===== config.mk =====
export PLATFORM = sky130hd
export DESIGN_NAME = led_action_priority_sequencer_flat
export DESIGN_NICKNAME = d
export VERILOG_FILES = /design/src/rtl/core/lapseq_pkg.sv /design/src/rtl/core/lapseq_if.sv /design/src/rtl/core/lapseq_ram.sv /design/src/rtl/core/lapseq_front.sv /design/src/rtl/core/lapseq_cmdq.sv /design/src/rtl/core/lapseq_back.sv /design/src/rtl/core/led_action_priority_sequencer.sv /design/src/flat_wrapper.sv
export VERILOG_INCLUDE_DIRS = /design/src /design/src/rtl/core
export SDC_FILE = /design/constraint.sdc
export NUM_CORES = 1
export LEC_CHECK = 0
export ABC_CLOCK_PERIOD_IN_PS = 7850
export BUFFER_PORTS_ARGS = -buffer_cell sky130_fd_sc_hd__clkbuf_2
export CORE_MARGIN = 2
export CORE_UTILIZATION = 47
export DETAILED_ROUTE_END_ITERATION = 16
export PLACE_DENSITY = 0.66
export SLEW_MARGIN = 30
export SYNTH_ARGS = -nofsm -noshare
export SYNTH_HDL_FRONTEND = slang
export SYNTH_SLANG_ARGS = --single-unit

===== constraint.sdc =====
create_clock -name clk -period 7.85 [get_ports clk]
set_input_delay 1.57 -clock clk [delete_from_list [all_inputs] [get_ports clk]]
set_output_delay 1.57 -clock clk [all_outputs]
set_load 0.005 [all_outputs]

===== src/rtl/core/led_action_priority_sequencer_assert.svh =====
// ----------------------------------------------------------------------------
// LED action sequencer assertion macros
// Concurrent assertion wrappers; they compile away when SYNTHESIS is defined.
// ----------------------------------------------------------------------------
`ifndef LED_ACTION_PRIORITY_SEQUENCER_ASSERT_SVH
`define LED_ACTION_PRIORITY_SEQUENCER_ASSERT_SVH

`ifndef SYNTHESIS

// ante in one cycle implies cons in the same cycle
`define LAPSEQ_ASSERT_IMPLY(name, clk, rst, ante, cons) \
  name: assert property (@(posedge clk) disable iff (rst) (ante) |-> (cons)) \
    else $error("lapseq assertion failed");

// ante in one cycle implies cons in the next cycle
`define LAPSEQ_ASSERT_NEXT(name, clk, rst, ante, cons) \
  name: assert property (@(posedge clk) disable iff (rst) (ante) |=> (cons)) \
    else $error("lapseq assertion failed");

// cond never holds
`define LAPSEQ_ASSERT_NEVER(name, clk, rst, cond) \
  name: assert property (@(posedge clk) disable iff (rst) !(cond)) \
    else $error("lapseq assertion failed");

`else

`define LAPSEQ_ASSERT_IMPLY(name, clk, rst, ante, cons)
`define LAPSEQ_ASSERT_NEXT(name, clk, rst, ante, cons)
`define LAPSEQ_ASSERT_NEVER(name, clk, rst, cond)

`endif

`endif


===== src/rtl/core/lapseq_pkg.sv =====
// ----------------------------------------------------------------------------
// LED action sequencer package
// Codes, action parameter types and the internal command format.
// ----------------------------------------------------------------------------
package lapseq_pkg;

  localparam int QUEUE_DEPTH_DEF = 8;
  localparam int DUR_W           = 32;

  localparam logic [2:0] EFF_OFF      = 3'd0;
  localparam logic [2:0] EFF_ON       = 3'd1;
  localparam logic [2:0] EFF_INACTIVE = 3'd5;

  localparam logic [1:0] LVL_LAMP     = 2'd0;
  localparam logic [1:0] LVL_OVERRIDE = 2'd1;
  localparam logic [1:0] LVL_LOCAL    = 2'd2;

  localparam logic [2:0] OP_TICK        = 3'd0;
  localparam logic [2:0] OP_SUBMIT      = 3'd1;
  localparam logic [2:0] OP_OVERRIDE    = 3'd2;
  localparam logic [2:0] OP_LAMP        = 3'd3;
  localparam logic [2:0] OP_RESET_LOCAL = 3'd4;

  typedef enum logic [2:0] {
    CMD_TICK,
    CMD_SUBMIT,
    CMD_OVERRIDE,
    CMD_LAMP,
    CMD_RESET_LOCAL,
    CMD_NONE
  } cmd_kind_t;

  typedef struct packed {
    logic [2:0]  effect;
    logic [7:0]  intensity;
    logic [15:0] period_ms;
    logic [15:0] on_ms;
  } led_params_t;

  typedef struct packed {
    cmd_kind_t        kind;
    led_params_t      params;
    logic [DUR_W-1:0] duration;
  } cmd_t;

  localparam int ENTRY_W = $bits(led_params_t) + DUR_W;

  // codes six and seven fold onto inactive
  function automatic logic [2:0] norm_effect(input logic [2:0] e);
    return (e > EFF_INACTIVE) ? EFF_INACTIVE : e;
  endfunction

endpackage


===== src/rtl/core/lapseq_if.sv =====
// ----------------------------------------------------------------------------
// LED action sequencer channel interfaces
// Valid/ready request and response channels with their payloads.
// ----------------------------------------------------------------------------
interface lapseq_req_if;
  logic        valid;
  logic        ready;
  logic [2:0]  op;
  logic [2:0]  effect;
  logic [7:0]  intensity;
  logic [15:0] period_ms;
  logic [15:0] on_ms;
  logic [31:0] duration;

  modport source (output valid, op, effect, intensity, period_ms, on_ms, duration,
                  input ready);
  modport sink   (input valid, op, effect, intensity, period_ms, on_ms, duration,
                  output ready);
endinterface

interface lapseq_rsp_if;
  logic        valid;
  logic        ready;
  logic [2:0]  out_effect;
  logic [1:0]  out_level;
  logic [7:0]  out_intensity;
  logic [15:0] out_period_ms;
  logic [15:0] out_on_ms;
  logic [31:0] remaining;
  logic        dropped;
  logic [3:0]  queue_count;

  modport source (output valid, out_effect, out_level, out_intensity, out_period_ms,
                  out_on_ms, remaining, dropped, queue_count,
                  input ready);
  modport sink   (input valid, out_effect, out_level, out_intensity, out_period_ms,
                  out_on_ms, remaining, dropped, queue_count,
                  output ready);
endinterface


===== src/rtl/core/lapseq_ram.sv =====
// ----------------------------------------------------------------------------
// Generic RAM
// One write port, one read port, registered read data.
// ----------------------------------------------------------------------------
module lapseq_ram #(
  parameter int WIDTH  = 8,
  parameter int DEPTH  = 8,
  parameter int ADDR_W = (DEPTH > 1) ? $clog2(DEPTH) : 1
) (
  input  logic              clk,
  input  logic              wr_en,
  input  logic [ADDR_W-1:0] wr_addr,
  input  logic [WIDTH-1:0]  wr_data,
  input  logic [ADDR_W-1:0] rd_addr,
  output logic [WIDTH-1:0]  rd_data
);

  logic [WIDTH-1:0] mem [DEPTH];

  always_ff @(posedge clk) begin
    if (wr_en) begin
      mem[wr_addr] <= wr_data;
    end
    rd_data <= mem[rd_addr];
  end

endmodule


===== src/rtl/core/lapseq_front.sv =====
// ----------------------------------------------------------------------------
// LED action sequencer front end
// Accepts request transactions, decodes the op and normalises the effect.
// ----------------------------------------------------------------------------
module lapseq_front (
  input  logic              clk,
  input  logic              rst,
  lapseq_req_if.sink        req,
  output logic              cmd_valid,
  output lapseq_pkg::cmd_t  cmd,
  input  logic              cmd_ready
);
  import lapseq_pkg::*;

  logic      hold_valid;
  cmd_t      hold;
  cmd_kind_t kind_next;
  logic      take;

  always_comb begin
    unique case (req.op)
      OP_TICK:        kind_next = CMD_TICK;
      OP_SUBMIT:      kind_next = CMD_SUBMIT;
      OP_OVERRIDE:    kind_next = CMD_OVERRIDE;
      OP_LAMP:        kind_next = CMD_LAMP;
      OP_RESET_LOCAL: kind_next = CMD_RESET_LOCAL;
      default:        kind_next = CMD_NONE;
    endcase
  end

  assign req.ready = !hold_valid || cmd_ready;
  assign take      = req.valid && req.ready;

  always_ff @(posedge clk) begin
    if (rst) begin
      hold_valid <= 1'b0;
    end else if (take) begin
      hold_valid <= 1'b1;
    end else if (cmd_ready) begin
      hold_valid <= 1'b0;
    end
  end

  always_ff @(posedge clk) begin
    if (take) begin
      hold.kind             <= kind_next;
      hold.params.effect    <= norm_effect(req.effect);
      hold.params.intensity <= req.intensity;
      hold.params.period_ms <= req.period_ms;
      hold.params.on_ms     <= req.on_ms;
      hold.duration         <= req.duration;
    end
  end

  assign cmd_valid = hold_valid;
  assign cmd       = hold;

endmodule


===== src/rtl/core/lapseq_cmdq.sv =====
// ----------------------------------------------------------------------------
// LED action sequencer command queue
// Two-entry FIFO decoupling the front end from the back end.
// ----------------------------------------------------------------------------
module lapseq_cmdq (
  input  logic              clk,
  input  logic              rst,
  input  logic              push_valid,
  input  lapseq_pkg::cmd_t  push_data,
  output logic              push_ready,
  output logic              pop_valid,
  output lapseq_pkg::cmd_t  pop_data,
  input  logic              pop_ready
);
  import lapseq_pkg::*;

  cmd_t       entry [2];
  logic       wr_ptr;
  logic       rd_ptr;
  logic [1:0] count;
  logic       push;
  logic       pop;

  assign push_ready = (count != 2'd2);
  assign pop_valid  = (count != 2'd0);
  assign pop_data   = entry[rd_ptr];
  assign push       = push_valid && push_ready;
  assign pop        = pop_valid && pop_ready;

  always_ff @(posedge clk) begin
    if (rst) begin
      wr_ptr <= 1'b0;
      rd_ptr <= 1'b0;
      count  <= 2'd0;
    end else begin
      if (push) begin
        wr_ptr <= !wr_ptr;
      end
      if (pop) begin
        rd_ptr <= !rd_ptr;
      end
      if (push && !pop) begin
        count <= count + 2'd1;
      end else if (pop && !push) begin
        count <= count - 2'd1;
      end
    end
  end

  always_ff @(posedge clk) begin
    if (push) begin
      entry[wr_ptr] <= push_data;
    end
  end

endmodule


===== src/rtl/core/lapseq_back.sv =====
// ----------------------------------------------------------------------------
// LED action sequencer back end
// Executes commands, runs the local FIFO pop loop and drives the response.
// ----------------------------------------------------------------------------
`include "led_action_priority_sequencer_assert.svh"

module lapseq_back #(
  parameter int QUEUE_DEPTH = lapseq_pkg::QUEUE_DEPTH_DEF
) (
  input  logic              clk,
  input  logic              rst,
  input  logic              cmd_valid,
  input  lapseq_pkg::cmd_t  cmd,
  output logic              cmd_ready,
  lapseq_rsp_if.source      rsp
);
  import lapseq_pkg::*;

  localparam int PTR_W  = (QUEUE_DEPTH > 1) ? $clog2(QUEUE_DEPTH) : 1;
  localparam int FILL_W = $clog2(QUEUE_DEPTH + 1);
  localparam logic [FILL_W-1:0] FILL_MAX = FILL_W'(QUEUE_DEPTH);
  localparam logic [PTR_W-1:0]  LAST_PTR = PTR_W'(QUEUE_DEPTH - 1);
  localparam logic [FILL_W:0]   SUM_WRAP = (FILL_W + 1)'(QUEUE_DEPTH);

  typedef enum logic [1:0] {S_IDLE, S_POP, S_LOAD, S_REPORT} state_t;

  state_t             state;
  logic [FILL_W-1:0]  fill;
  logic [PTR_W-1:0]   head;
  led_params_t        local_cur;
  logic [DUR_W-1:0]   local_left;
  led_params_t        ovr;
  logic [DUR_W-1:0]   lamp_left;
  logic               drop_flag;

  logic               rsp_valid;
  logic [2:0]         rsp_effect;
  logic [1:0]         rsp_level;
  logic [7:0]         rsp_intensity;
  logic [15:0]        rsp_period_ms;
  logic [15:0]        rsp_on_ms;
  logic [DUR_W-1:0]   rsp_remaining;
  logic               rsp_dropped;
  logic [3:0]         rsp_count;

  logic [FILL_W:0]    tail_sum;
  logic [PTR_W-1:0]   tail;
  logic               wr_en;
  logic [ENTRY_W-1:0] rd_entry;
  led_params_t        rd_params;
  logic [DUR_W-1:0]   rd_dur;

  led_params_t        act;
  logic [1:0]         act_level;
  logic [DUR_W-1:0]   act_rem;

  assign tail_sum = (FILL_W + 1)'(head) + (FILL_W + 1)'(fill);
  assign tail     = (tail_sum >= SUM_WRAP) ? PTR_W'(tail_sum - SUM_WRAP) : PTR_W'(tail_sum);

  assign cmd_ready = (state == S_IDLE);
  assign wr_en     = (state == S_IDLE) && cmd_valid && (cmd.kind == CMD_SUBMIT)
                     && (fill != FILL_MAX);

  // head is stable from S_POP into S_LOAD, so the registered read lines up
  lapseq_ram #(
    .WIDTH (ENTRY_W),
    .DEPTH (QUEUE_DEPTH)
  ) u_fifo_ram (
    .clk     (clk),
    .wr_en   (wr_en),
    .wr_addr (tail),
    .wr_data ({cmd.params, cmd.duration}),
    .rd_addr (head),
    .rd_data (rd_entry)
  );

  assign {rd_params, rd_dur} = rd_entry;

  always_comb begin
    if (lamp_left != '0) begin
      act           = '0;
      act.effect    = EFF_ON;
      act_level     = LVL_LAMP;
      act_rem       = lamp_left;
    end else if (ovr.effect != EFF_INACTIVE) begin
      act           = ovr;
      act_level     = LVL_OVERRIDE;
      act_rem       = '1;
    end else begin
      act           = local_cur;
      act_level     = LVL_LOCAL;
      act_rem       = local_left;
    end
  end

  always_ff @(posedge clk) begin
    if (rst) begin
      state            <= S_IDLE;
      fill             <= '0;
      head             <= '0;
      local_cur        <= '{effect: EFF_OFF, default: '0};
      local_left       <= '0;
      ovr              <= '{effect: EFF_INACTIVE, default: '0};
      lamp_left        <= '0;
      drop_flag        <= 1'b0;
      rsp_valid        <= 1'b0;
    end else begin
      if (rsp_valid && rsp.ready && (state != S_REPORT)) begin
        rsp_valid <= 1'b0;
      end
      unique case (state)
        S_IDLE: begin
          if (cmd_valid) begin
            drop_flag <= (cmd.kind == CMD_SUBMIT) && (fill == FILL_MAX);
            unique case (cmd.kind)
              CMD_TICK: begin
                if (local_left != '0) begin
                  local_left <= local_left - DUR_W'(1);
                end
                if (lamp_left != '0) begin
                  lamp_left <= lamp_left - DUR_W'(1);
                end
                state <= S_POP;
              end
              CMD_SUBMIT: begin
                if (fill != FILL_MAX) begin
                  fill <= fill + FILL_W'(1);
                end
                state <= S_POP;
              end
              CMD_OVERRIDE: begin
                ovr   <= cmd.params;
                state <= S_REPORT;
              end
              CMD_LAMP: begin
                lamp_left <= cmd.duration;
                state     <= S_REPORT;
              end
              CMD_RESET_LOCAL: begin
                fill       <= '0;
                head       <= '0;
                local_left <= '0;
                state      <= S_REPORT;
              end
              default: state <= S_REPORT;
            endcase
          end
        end
        S_POP: begin
          if ((local_left == '0) && (fill != '0)) begin
            state <= S_LOAD;
          end else begin
            state <= S_REPORT;
          end
        end
        S_LOAD: begin
          local_cur  <= rd_params;
          local_left <= rd_dur;
          head       <= (head == LAST_PTR) ? '0 : head + PTR_W'(1);
          fill       <= fill - FILL_W'(1);
          state      <= S_POP;
        end
        S_REPORT: begin
          if (!rsp_valid || rsp.ready) begin
            rsp_valid     <= 1'b1;
            rsp_effect    <= act.effect;
            rsp_level     <= act_level;
            rsp_intensity <= act.intensity;
            rsp_period_ms <= act.period_ms;
            rsp_on_ms     <= act.on_ms;
            rsp_remaining <= act_rem;
            rsp_dropped   <= drop_flag;
            rsp_count     <= 4'(fill);
            state         <= S_IDLE;
          end
        end
        default: state <= S_IDLE;
      endcase
    end
  end

  assign rsp.valid         = rsp_valid;
  assign rsp.out_effect    = rsp_effect;
  assign rsp.out_level     = rsp_level;
  assign rsp.out_intensity = rsp_intensity;
  assign rsp.out_period_ms = rsp_period_ms;
  assign rsp.out_on_ms     = rsp_on_ms;
  assign rsp.remaining     = rsp_remaining;
  assign rsp.dropped       = rsp_dropped;
  assign rsp.queue_count   = rsp_count;

  `LAPSEQ_ASSERT_NEVER(a_fill_bound, clk, rst, fill > FILL_MAX)
  `LAPSEQ_ASSERT_IMPLY(a_load_needs_entry, clk, rst, state == S_LOAD,
                       (fill != '0) && (local_left == '0))
  `LAPSEQ_ASSERT_NEXT(a_load_consumes, clk, rst, state == S_LOAD,
                      fill == $past(fill) - FILL_W'(1))
  `LAPSEQ_ASSERT_NEXT(a_full_submit_drops, clk, rst,
                      (state == S_IDLE) && cmd_valid && (cmd.kind == CMD_SUBMIT)
                      && (fill == FILL_MAX), drop_flag && (fill == FILL_MAX))

endmodule


===== src/rtl/core/led_action_priority_sequencer.sv =====
// ----------------------------------------------------------------------------
// LED action priority sequencer
// Chooses the LED action in force from lamp test, override and local queue.
// ----------------------------------------------------------------------------
// Usage:
//   req carries one command per transaction (tick, submit local, set override,
//   lamp test, reset local); rsp returns exactly one transaction per command
//   with the action now in force, its control level, the drop flag and the
//   number of local actions still queued.
//   Override, lamp test, reset local and unused ops go straight to the
//   report; tick and submit first pop 0 to QUEUE_DEPTH entries off the
//   local FIFO, where each pop costs one read of the local FIFO RAM plus
//   its load. The back end takes a new command only once it has reported
//   the last one; the front end and a two-entry command queue absorb up to
//   three further transactions meanwhile.
//   Reset (rst, synchronous) empties the local FIFO, sets local action off,
//   withdraws any override and ends any lamp test.
//   When rsp stalls the result is held in its output register; commands keep
//   being accepted until the queue ahead of the back end is full.
// ----------------------------------------------------------------------------
module led_action_priority_sequencer #(
  parameter int QUEUE_DEPTH = lapseq_pkg::QUEUE_DEPTH_DEF
) (
  input  logic         clk,
  input  logic         rst,
  lapseq_req_if.sink   req,
  lapseq_rsp_if.source rsp
);
  import lapseq_pkg::*;

  logic front_valid;
  cmd_t front_cmd;
  logic front_ready;
  logic back_valid;
  cmd_t back_cmd;
  logic back_ready;

  lapseq_front u_front (
    .clk       (clk),
    .rst       (rst),
    .req       (req),
    .cmd_valid (front_valid),
    .cmd       (front_cmd),
    .cmd_ready (front_ready)
  );

  lapseq_cmdq u_cmdq (
    .clk        (clk),
    .rst        (rst),
    .push_valid (front_valid),
    .push_data  (front_cmd),
    .push_ready (front_ready),
    .pop_valid  (back_valid),
    .pop_data   (back_cmd),
    .pop_ready  (back_ready)
  );

  lapseq_back #(
    .QUEUE_DEPTH (QUEUE_DEPTH)
  ) u_back (
    .clk       (clk),
    .rst       (rst),
    .cmd_valid (back_valid),
    .cmd       (back_cmd),
    .cmd_ready (back_ready),
    .rsp       (rsp)
  );

endmodule

===== src/flat_wrapper.sv =====
// flat-port wrapper written by rule: the top's interface ports become plain ports
module led_action_priority_sequencer_flat import lapseq_pkg::*;
#(
  parameter int QUEUE_DEPTH = lapseq_pkg::QUEUE_DEPTH_DEF
)
  (clk, rst, req_valid, req_op, req_effect, req_intensity, req_period_ms, req_on_ms, req_duration, req_ready, rsp_valid, rsp_out_effect, rsp_out_level, rsp_out_intensity, rsp_out_period_ms, rsp_out_on_ms, rsp_remaining, rsp_dropped, rsp_queue_count, rsp_ready);
  lapseq_req_if req_i ();
  lapseq_rsp_if rsp_i ();
  input  logic clk;
  input  logic rst;
  input wire logic [$bits(req_i.valid)-1:0] req_valid;
  input wire logic [$bits(req_i.op)-1:0] req_op;
  input wire logic [$bits(req_i.effect)-1:0] req_effect;
  input wire logic [$bits(req_i.intensity)-1:0] req_intensity;
  input wire logic [$bits(req_i.period_ms)-1:0] req_period_ms;
  input wire logic [$bits(req_i.on_ms)-1:0] req_on_ms;
  input wire logic [$bits(req_i.duration)-1:0] req_duration;
  output wire logic [$bits(req_i.ready)-1:0] req_ready;
  output wire logic [$bits(rsp_i.valid)-1:0] rsp_valid;
  output wire logic [$bits(rsp_i.out_effect)-1:0] rsp_out_effect;
  output wire logic [$bits(rsp_i.out_level)-1:0] rsp_out_level;
  output wire logic [$bits(rsp_i.out_intensity)-1:0] rsp_out_intensity;
  output wire logic [$bits(rsp_i.out_period_ms)-1:0] rsp_out_period_ms;
  output wire logic [$bits(rsp_i.out_on_ms)-1:0] rsp_out_on_ms;
  output wire logic [$bits(rsp_i.remaining)-1:0] rsp_remaining;
  output wire logic [$bits(rsp_i.dropped)-1:0] rsp_dropped;
  output wire logic [$bits(rsp_i.queue_count)-1:0] rsp_queue_count;
  input wire logic [$bits(rsp_i.ready)-1:0] rsp_ready;
  assign req_i.valid = req_valid;
  assign req_i.op = req_op;
  assign req_i.effect = req_effect;
  assign req_i.intensity = req_intensity;
  assign req_i.period_ms = req_period_ms;
  assign req_i.on_ms = req_on_ms;
  assign req_i.duration = req_duration;
  assign req_ready = req_i.ready;
  assign rsp_valid = rsp_i.valid;
  assign rsp_out_effect = rsp_i.out_effect;
  assign rsp_out_level = rsp_i.out_level;
  assign rsp_out_intensity = rsp_i.out_intensity;
  assign rsp_out_period_ms = rsp_i.out_period_ms;
  assign rsp_out_on_ms = rsp_i.out_on_ms;
  assign rsp_remaining = rsp_i.remaining;
  assign rsp_dropped = rsp_i.dropped;
  assign rsp_queue_count = rsp_i.queue_count;
  assign rsp_i.ready = rsp_ready;
  led_action_priority_sequencer #(.QUEUE_DEPTH(QUEUE_DEPTH)) u_core (.clk(clk), .rst(rst), .req(req_i), .rsp(rsp_i));
endmodule

Yosys cells after proc, flatten, opt, wreduce, memory -nomap -nowiden
Memories as Yosys holds them, arrays and structs flattened. A register that Yosys moved wholly into a read port is not among the register bits.
Index checks and enable logic that the tools add are counted.
{"block": "op_classes", "add_sub_neg": 9, "magnitude_cmp": 2, "eq_ne": 25, "muxes": 38, "n_bitwise": 1, "reduce_logical": 40}
{"op": "$pmux W32 S2", "count": 3}
{"op": "$mux W32", "count": 5}
{"op": "$reduce_bool A32 Y1", "count": 2}
{"op": "$sub A32 B1 Y32 const B", "count": 2}
{"op": "$mux W43", "count": 1}
{"op": "$logic_not A32 Y1", "count": 1}
{"op": "$pmux W4 S2", "count": 2}
{"op": "$ne A3 B3 Y1 const B", "count": 5}
{"op": "$pmux W3 S5", "count": 1}
{"op": "$eq A3 B2 Y1 const B", "count": 4}
{"op": "$mux W1", "count": 12}
{"op": "$mux W2", "count": 6}
{"op": "$mux W3", "count": 4}
{"op": "$ne A2 B2 Y1 const B", "count": 6}
{"op": "$reduce_and A4 Y1", "count": 3}
{"op": "$logic_and A1 B1 Y1", "count": 11}
{"op": "$reduce_bool A2 Y1", "count": 5}
{"op": "$eq A3 B3 Y1 const B", "count": 3}
{"op": "$reduce_and A3 Y1", "count": 3}
{"op": "$mux W4", "count": 2}
{"op": "$pmux W2 S4", "count": 1}
{"op": "$eq A3 B1 Y1 const B", "count": 2}
{"op": "$logic_not A1 Y1", "count": 6}
{"op": "$logic_not A3 Y1", "count": 2}
{"op": "other kinds (20)", "count": 23}
{"block": "totals", "regBits": 326, "ramBits": 756, "inputBits": 82, "elab_cells": 150, "mem_count": 2}
{"memory": "u_core.u_back.u_fifo_ram.mem", "words": 8, "word_bits": 75, "rd": 1, "rd_ports_with_merged_regs": 1, "write_ports": 1, "line": "lapseq_ram.sv:18", "text": "logic [WIDTH-1:0] mem [DEPTH];"}
{"memory": "u_core.u_cmdq.entry", "words": 2, "word_bits": 78, "rd": 1, "rd_ports_with_merged_regs": 1, "write_ports": 1, "line": "lapseq_cmdq.sv:17", "text": "cmd_t entry [2];"}

Logic depth before layout (Yosys ltp)
Gate-level depths: netlist of the first run.
{"block": "logic_depth", "depth_word": 6, "depth_mapped": 10, "depth_no_buf": 8}

Hierarchy
A second synthesis of the first run with hierarchy kept.
{"block": "unflattened", "hier_cells": 2563, "hier_area_um2": 43755.7}
{"mod": "lapseq_ram", "instances": 1, "cells_each": 955, "area_per_inst_um2": 24049.3, "seq_area_each_um2": 19518.7}
{"mod": "lapseq_back", "instances": 1, "cells_each": 1252, "area_per_inst_um2": 11343.4, "seq_area_each_um2": 5685.5}
{"mod": "lapseq_cmdq", "instances": 1, "cells_each": 267, "area_per_inst_um2": 5930.7, "seq_area_each_um2": 4784.6}
{"mod": "lapseq_front", "instances": 1, "cells_each": 89, "area_per_inst_um2": 2432.3, "seq_area_each_um2": 2362.3}

Worst setup path before layout of the first run
No wires, ideal clock.
{"block": "synth_path", "path_kind": "input to register", "from": "input port rst", "to": "register u_core.u_back.rsp_dropped (netlist: u_core.u_back.rsp.dropped) (enable)", "setup_time_ns": 0.624, "t_arrival_ns": 7.574, "required_ns": 7.226, "path_slack_ns": -0.348, "path_stages": 3, "cell_sequence": "clkbuf_1 -> clkbuf_1 -> nor3_1"}
{"block": "synth_between", "elab_chain_len": 2}
{"element": "start, declared", "line": "flat_wrapper.sv:10", "text": "input logic rst;"}
{"element": "$not A1 Y1 (no source line)"}
{"element": "$reduce_and A3 Y1 (no source line)"}
{"element": "end signal, assigned", "line": "lapseq_back.sv:172", "text": "rsp_dropped <= drop_flag;"}
{"element": "end, declared", "line": "lapseq_back.sv:43", "text": "logic rsp_dropped;"}
Every way passes these cells.
A chain may end at the register's enable or synchronous reset.

Worst setup path in the final report of the first run
{"block": "layout_path", "from": "register u_core.u_back.state[0]", "to": "memory u_core.u_back.u_fifo_ram.mem[2][9] (netlist bit) (enable)"}
{"block": "layout_between", "elab_chain_len": 6}
{"element": "start, declared", "line": "lapseq_back.sv:27", "text": "state_t state;"}
{"element": "start signal, assigned", "line": "lapseq_back.sv:98", "text": "state <= S_IDLE;"}
{"element": "start signal, assigned", "line": "lapseq_back.sv:123", "text": "state <= S_POP;"}
{"element": "start signal, assigned", "line": "lapseq_back.sv:129", "text": "state <= S_POP;"}
{"element": "$logic_not A2 Y1", "line": "lapseq_back.sv:61", "text": "assign wr_en = (state == S_IDLE) && cmd_valid && (cmd.kind == CMD_SUBMIT)"}
{"element": "$logic_and A1 B1 Y1 (2 in series)", "line": "lapseq_back.sv:61"}
{"element": "$logic_and A1 B1 Y1", "line": "lapseq_back.sv:62", "text": "&& (fill != FILL_MAX);"}
{"element": "$mux W1", "line": "lapseq_ram.sv:21", "text": "if (wr_en) begin"}
{"element": "$mux W1 (implied by the code)", "line": "lapseq_ram.sv:22", "text": "mem[wr_addr] <= wr_data;"}
{"element": "end, declared", "line": "lapseq_ram.sv:18"}
Every way passes these cells.

==> results of run 1 <==
[worst min-delay path: cells and delay by family, from the launching register on]
family          cells  cell delay [ns]
compound gates      1             0.05
flops               1             0.30
simple gates        1             0.05
[stage by stage]
step	std cells	area, um^2
final	3943	49600
after global routing	3943	49600
after CTS	3941	49500
after detailed placement	3727	45700
after global placement	3725	45600
after floorplan	2500	43500
[cell families (layout without fill, tap and decap cells)]
kind of cell / count (synthesis) / count (layout) / share of synthesized area, %
buffers and inverters: 178 / 435 / 1.60
DFF: 1158 / 1158 / 74.4
adders and majority gates: 10 / 10 / 0.305
AOI/OAI and AO/OA: 367 / 367 / 6.12
muxes: 344 / 344 / 12.7
and+or+nand+nor: 435 / 435 / 4.79
xor gates and xnor gates: 8 / 8 / 0.161
[layout by cell type, fill, tap and decap left out, drive strengths merged, types with 38 or more instances in the layout]
| cell | instances |
|---|---|
| nor3 | 46 |
| clkbuf | 319 |
| nand2 | 154 |
| buf | 40 |
| nor2 | 110 |
| a21oi | 113 |
| a22o | 41 |
| clkinv | 38 |
| mux2 | 150 |
| edfxtp | 916 |
| mux2i | 44 |
| dfxtp | 242 |
| mux4 | 150 |
[power by group through the flow]
stage	logic, uW	clock network [uW]	registers (uW)
finish	6020	5460	8090
CTS	5910	5560	8080
global placement	5660	0	8210
detailed placement	5870	0	8200
floorplan	4170	0	7970
global route	6470	5800	8130
[layout make-up]
| class | count | area share (%) |
|---|---|---|
| well taps | 1186 | 2.99 |
| multi-input cells | 1164 | 21.4 |
| clock buffers | 155 | 6.20 |
| inverters | 17 | 0.134 |
| flip-flops and latches | 1158 | 65.3 |
| repair buffers | 204 | 2.47 |
| clock inverters | 59 | 1.48 |
[sequential cells by signal (all words and copies together) (netlist names), 32 cells and up, named ones only]
| register | cells |
|---|---|
| u_core.u_back.local_cur | 43 |
| u_core.u_back.rsp.remaining | 32 |
| u_core.u_back.lamp_left | 32 |
| u_core.u_back.u_fifo_ram.rd_data | 75 |
| u_core.u_front.cmd | 78 |
| u_core.u_back.ovr | 43 |
| u_core.u_back.u_fifo_ram.mem | 600 |
| u_core.u_back.local_left | 32 |
| u_core.u_cmdq.entry | 156 |
[worst paths after layout]
kind,from,endpoint,slack [ns],cells past startpoint
hold / removal,u_core.u_back.u_fifo_ram.rd_data[52],u_core.u_back.local_cur[20],0.43,2
setup reg to reg,u_core.u_back.state[0],u_core.u_back.u_fifo_ram.mem[2][9],3.14,7
setup / recovery,u_core.u_back.state[0],u_core.u_back.u_fifo_ram.mem[2][9],3.14,7
hold reg to reg,u_core.u_back.u_fifo_ram.rd_data[52],u_core.u_back.local_cur[20],0.43,2
[metal layers]
metal  up-vias  share of wire (%)
met3       165                7.1
met2      1074                 47
met4         2                2.8
met1     12300                 43
met5         -             0.0098
li1      10300                  -
==> results.txt, run 1 <==
- Run status: complete, no violations
- I/O pins: 166
- Net count of the mapped netlist: 2592
- Final-layout setup total negative slack: 0 ns
- Along the worst path, the maximum fanout reaches 51.
- Timing would allow up to 212 MHz.
- Number of clock buffers inserted by TritonCTS: 112
* Total of cells resized after clock tree synthesis: 0
* Fin crit share: 60.0%
* Startpoint types: register
- Comb pwr share: 30.8%
- M1 GR Usage: 30.4%
- Total Routing Usage GR: 21.5%
- Each instance of the synthesized netlist takes up on average 17.4 um^2.
- Switch share: 33.9%
- CP Data Arrival Time: 4.98 ns
* Total of warnings raised by yosys: 0
- Number of distinct library cells after synthesis: 75
- Reg power frac: 41.3%
- Traced cell by cell, the critical path runs through o21bai_1, nor2_1, inv_1, nor3b_1, nand2b_1, nor2_4, buf_4.
- Placer's final routability congestion estimate: 0.916
* Vertical die dimension: 308 um
- Cell internal power was estimated by the tool at 12900 uW.
- Leading cell types by count after synthesis: edfxtp_1 (916), dfxtp_1 (242), nand2_1 (154)
- Vias in the first global route: 23900
- Data on the critical path is required at its endpoint by 8.12 ns.
- Number of register bits inferred by synthesis: 1158
- Area of the mapped netlist: 43500 um^2
- Width of the die: 308 um
* H-Tree Depth: 3
- In this run, synthesis inferred 916 flip-flops with an integrated enable.
- Using the TritonRoute via totals, the vias-per-cell ratio works out to 6.03.
* First-pass GRT wire length: 152000 um
- The area growth from synthesis to layout is 14.0%.
- Sorting the synthesized cells by area gives the leading types as edfxtp_1 (63%), dfxtp_1 (11%), mux4_2 (7.8%), mux2_2 (3.9%), nand2_1 (1.3%).
* Area taken by flip-flops and latches: 32400 um^2
- Tightest slew margin relative to the limit: 31.7%
* Number of setup violations in the final report: 0
- Final hold analysis gives a worst-case slack of 0.433 ns.
- Share of post-route cells with drive strength above 1: 26.0%
* Clock latency on the worst-skew pair: 0.71 ns
- Clock period minus final worst setup slack: 4.71 ns
- Path class of the lowest-slack min-delay path: register to register
- Net switching component of the power: 6630 uW
- The number of antenna diodes in the final layout is 0.
- Hold violation total from the final report: 0
- Max-cap violations: 0
* Area enclosed by the die boundary: 95000 um^2
- Once the clock tree was built, the setup fixing pass inserted 0 buffers.
- Maximum vdd ir drop: 424 uV
- The cell sitting at the root of the clock tree is a clkbuf_16.
- Share of synthesized flip-flops with an asynchronous set or reset: 0%
- Synthesis produced a netlist whose cell count is 2500.
- Across the routed clock network, the largest skew measured is 0.0625 ns.
* Clock Pin Slew Worst Setup and Hold Paths: 0.07 ns
* CTS Hold Buffers Added: 0
- For this run, global-route usage on met3 was measured as 3.37%.
* DRT iter0 DRCs: 2915
- Once routing completed, OpenROAD measured the worst setup slack at 3.14 ns.
* Number of filler instances in the final layout: 7100
- The worst setup path is captured at a register.
- Global route overflow: 0
- Number of antenna violations at the first check in global routing: 3
- Total count of max-transition violations in the final report: 0
- Grouping stages by cell kind, the critical path spends the most delay in simple AND/OR/NAND/NOR gates.
- Leakage power: 0.0162 uW
- Via count of the routed design: 23800
* Cell accounting for the most synthesized area: edfxtp_1
- Share of the yosys chip area belonging to registers: 74.4%
- TritonCTS clock tree: done
- Dominant cell by count in the synthesized netlist: edfxtp_1
- Among all flip-flop cells after synthesis, the most frequent one is edfxtp_1.
* Post-detail-place hpwl: 60600 um
- The critical path in this run is classified as register to register.
* Total wire length: 102000 um
- TritonRoute pass-1 iters: 10
- The clock passes through at most 3 buffers.
* RSZ-0062 raised after global routing: no
- Core box area: 91700 um^2
- On the worst path, the slowest cell contributes a delay of 0.84 ns.
- Dividing the detail-routed wire length by the instance count gives 25.8 um.
* IO buf count: 165
- Worst path buffer plus inverter count: 2
- At the pin with the least slew margin, the transition time is 1.02 ns.
- Portion of synthesized cell area occupied by the leading cell type: 63.2%
- At the placement stage, the worst setup path has a slack of 3.18 ns.
- Largest net degree at the start of global routing: 81
- In this run the power density over the cells is 395 nW/um^2.
- Sinks on the clock net: 1158
- Remaining antenna violation count after routing: 0
- Initial core utilization: 47.5%
* Number of placement rows: 111
* Remaining design rule violation count: 0
* Global route hottest layer: met2
- Global routing usage on met2: 34.2%
- In the final design database the tool counted 2749 nets.
- Total chip power: 19600 uW
- Clk network pwr share: 27.9%
* Multi-input gate area: 10600 um^2
- For this design, the slowest cell found on the critical path is buf_4.
- Final design utilization: 54.1%
Power figures use the tool's default switching activity.
==> inputs of run 2 (changes only) <==
--- a/config.mk
+++ b/config.mk
@@ -6,12 +6,11 @@
 export SDC_FILE = /design/constraint.sdc
 export NUM_CORES = 1
 export LEC_CHECK = 0
-export ABC_CLOCK_PERIOD_IN_PS = 7850
+export ABC_CLOCK_PERIOD_IN_PS = 4800
 export BUFFER_PORTS_ARGS = -buffer_cell sky130_fd_sc_hd__clkbuf_2
 export CORE_MARGIN = 2
 export CORE_UTILIZATION = 47
 export DETAILED_ROUTE_END_ITERATION = 16
-export PLACE_DENSITY = 0.66
 export SLEW_MARGIN = 30
 export SYNTH_ARGS = -nofsm -noshare
 export SYNTH_HDL_FRONTEND = slang
==> constraint.sdc (replaced) <==
create_clock -name clk -period 4.8 [get_ports clk]
set_input_delay 0.96 -clock clk [delete_from_list [all_inputs] [get_ports clk]]
set_output_delay 0.96 -clock clk [all_outputs]
set_load 0.005 [all_outputs]
==> results.txt, run 2 (synthesis gave the netlist of run 1 again) <==
* Final Skew: 0.0294 ns
* Total Routing Usage GR: 21.1%
- TritonCTS clock tree: done
* Max reg flops: 600
* TritonRoute pass-1 iters: 6
- Placed cell area: 45800 um^2
* Global route overflow: 0
- Summing over every cut layer, the via total after detailed routing is 23500.
- Leading cell types in the layout, fill and taps excluded: edfxtp_1 (916), dfxtp_1 (238), clkbuf_2 (164)
- In the global route stage, met2 resource usage came out at 33.5%.
- STA puts the critical path data required time at 5.35 ns.
* Sinks on the clock net: 1158
- Vertical die dimension: 308 um
- At the pin with the least slew margin, the transition time is 0.966 ns.
- In this run the count of I/O pins placed on the die edge is 166.
* Number of placed cells counting well taps: 3749
* Register ranked first by flip-flop count: u_core.u_back.u_fifo_ram.mem
* Worst setup path class: register to register
* Run status: complete, no violations
* Area enclosed by the die boundary: 95000 um^2
* Type of element capturing the critical path: register
- The worst hold path belongs to the class input port to register.
* Remaining design rule violation count: 0
- The number of pins exceeding their max-slew limit in the final report was 0.
- # Post-CTS Setup Buffers: 0
- met2 is the most crowded layer.
* Critical Path Fanout Max: 26
- VDD sags by at most 649 uV.
- Clock Pin Slew Worst Setup and Hold Paths: 0.07 ns
- Setup violations remaining at the end of the flow were counted as 0.
- Number of antenna violations at the first check in global routing: 0
- Placer's final routability congestion estimate: 0.887
- Tightest slew margin relative to the limit: 35.5%
- Area Growth Syn to Fin: 14.4%
* Final-stage net count: 2773
- Buffers inserted during clock tree synthesis total 116.
- Share of post-route cells with drive strength above 1: 26.7%
- The H-tree generated during clock tree synthesis spans 3 levels.
* Max-cap violations: 0
* M1 GR Usage: 30.1%
- Delay of the slowest cell on the worst path: 0.71 ns
* Cell at the slowest stage of the critical path: nor4b_1
* Final design instance area without fill: 49800 um^2
- For this configuration, the core starts out at a cell density of 47.5%.
- Summed over all cells, the static leakage comes to 0.0163 uW.
* Vias in the first global route: 24100
* Hold violation total from the final report: 0
- Width of the die: 308 um
- First-pass GRT wire length: 150000 um
* CTS Hold Buffers Added: 0
- STA classifies the critical path startpoint as a register.
* Total of cells resized after clock tree synthesis: 0
- In this run the deepest clock path goes through 3 buffers.
* Core box area: 91700 um^2
- DRT iter0 DRCs: 2420
* Largest net degree at the start of global routing: 94
- The floorplan has 111 rows.
- Dividing the detail-routed via count by the number of cells gives 5.92.
* Fmax: 280 MHz
- Summed over all layers, the routed wires come to 99500 um.
* Average wire per cell in the routed design: 25.1 um
- Cell Chain, Critical Path: inv_1, ha_1, nor4b_1, nand3_1, buf_4, or3_1, nand2b_1, inv_2, buf_12, a22o_1
- The detail route stage leaves a number of antenna-violating nets equal to 0.
- Power spread over the standard cell area amounts to 647 nW/um^2.
- Dividing the final minimum period by the clock period gives 74.4%.
* CP Data Arrival Time: 4.12 ns
- Final Non-Filler Cells: 3971
- In this run the clock root is driven by a clkbuf_16.
- IO buf count: 165
- Clock latency on the worst-skew pair: 0.70 ns
- The layout has 7151 filler cells.
- The worst path in the final design needs a cycle of 3.57 ns, including I/O delays and setup.
- Commonest non-fill, non-tap cell in the layout: edfxtp_1
- GRT met3 Usage: 3.71%
- Post-detail-place hpwl: 58800 um
- RSZ-0062 raised after global routing: no
-- run 2: cell count changes in the layout (fill, tap and decap cells not counted), sizes merged --
cell,before,now
buf,40,60
inv,17,24
clkinv,38,41
clkinvlp,9,6
bufinv,12,14
clkbuf,319,317
diode,0,1
-- run 2: final timing paths --
| kind | cells after the start | start | end | slack (ns) |
|---|---|---|---|---|
| setup / recovery | 10 | u_core.u_back.lamp_left[0] | u_core.u_back.rsp.out_on_ms[6] | 1.23 |
| hold / removal | 1 | req_intensity[0] | u_core.u_front.cmd[64] | 0.43 |
| setup reg to reg | 10 | u_core.u_back.lamp_left[0] | u_core.u_back.rsp.out_on_ms[6] | 1.23 |
| hold reg to reg | 2 | u_core.u_back.u_fifo_ram.rd_data[35] | u_core.u_back.local_cur[3] | 0.44 |
-- run 2: per-stage QoR --
stage / worst slack [ns] / total power (uW) / hold slack, ns / TNS [ns] / util [%]
after floorplan: -0.435 / 19800 / 0.409 / -258.15 / -
after global placement: 1.37 / 22700 / 0.420 / 0 / 50.0
after detailed placement: 1.28 / 23000 / 0.427 / 0 / 50.0
after CTS: 1.23 / 32300 / 0.387 / 0 / 54.3
after global routing: 0.977 / 33600 / 0.408 / 0 / 54.3
final: 1.23 / 32200 / 0.427 / 0 / 54.3
-- run 2: worst max-delay path: cells and delay by family (launching register included) --
kind / cells / cell delay (ns)
and+or+nand+nor: 4 / 1.60
AOI/OAI and AO/OA: 1 / 0.17
adders and majority gates: 1 / 0.24
DFF: 1 / 0.32
buffers and inverters: 4 / 1.06
-- run 2: layout make-up --
| class | instances | area [um^2] | share of cell area, % |
|---|---|---|---|
| clock buffers | 153 | 3150 | 6.34 |
| multi-input cells | 1164 | 10600 | 21.3 |
| clock inverters | 68 | 777 | 1.56 |
| diodes | 1 | 2.50 | 0.00503 |
| well taps | 1186 | 1480 | 2.98 |
| inverters | 17 | 63.8 | 0.128 |
| repair buffers | 224 | 1350 | 2.70 |
| flip-flops and latches | 1158 | 32400 | 65.0 |
-- run 2: where the power goes --
part           total [uW]  leakage, uW  switching (uW)  internal, uW
clock                9200      0.00192            3800          5400
combinational        9740      0.00408            6100          3640
sequential          13300       0.0103             748         12500
-- run 2: per-layer routing --
layer,part of all wire [%],wire length (um)
met3,7.1,7040
met1,44,43400
met5,0,0
met2,47,47100
met4,2.0,2000
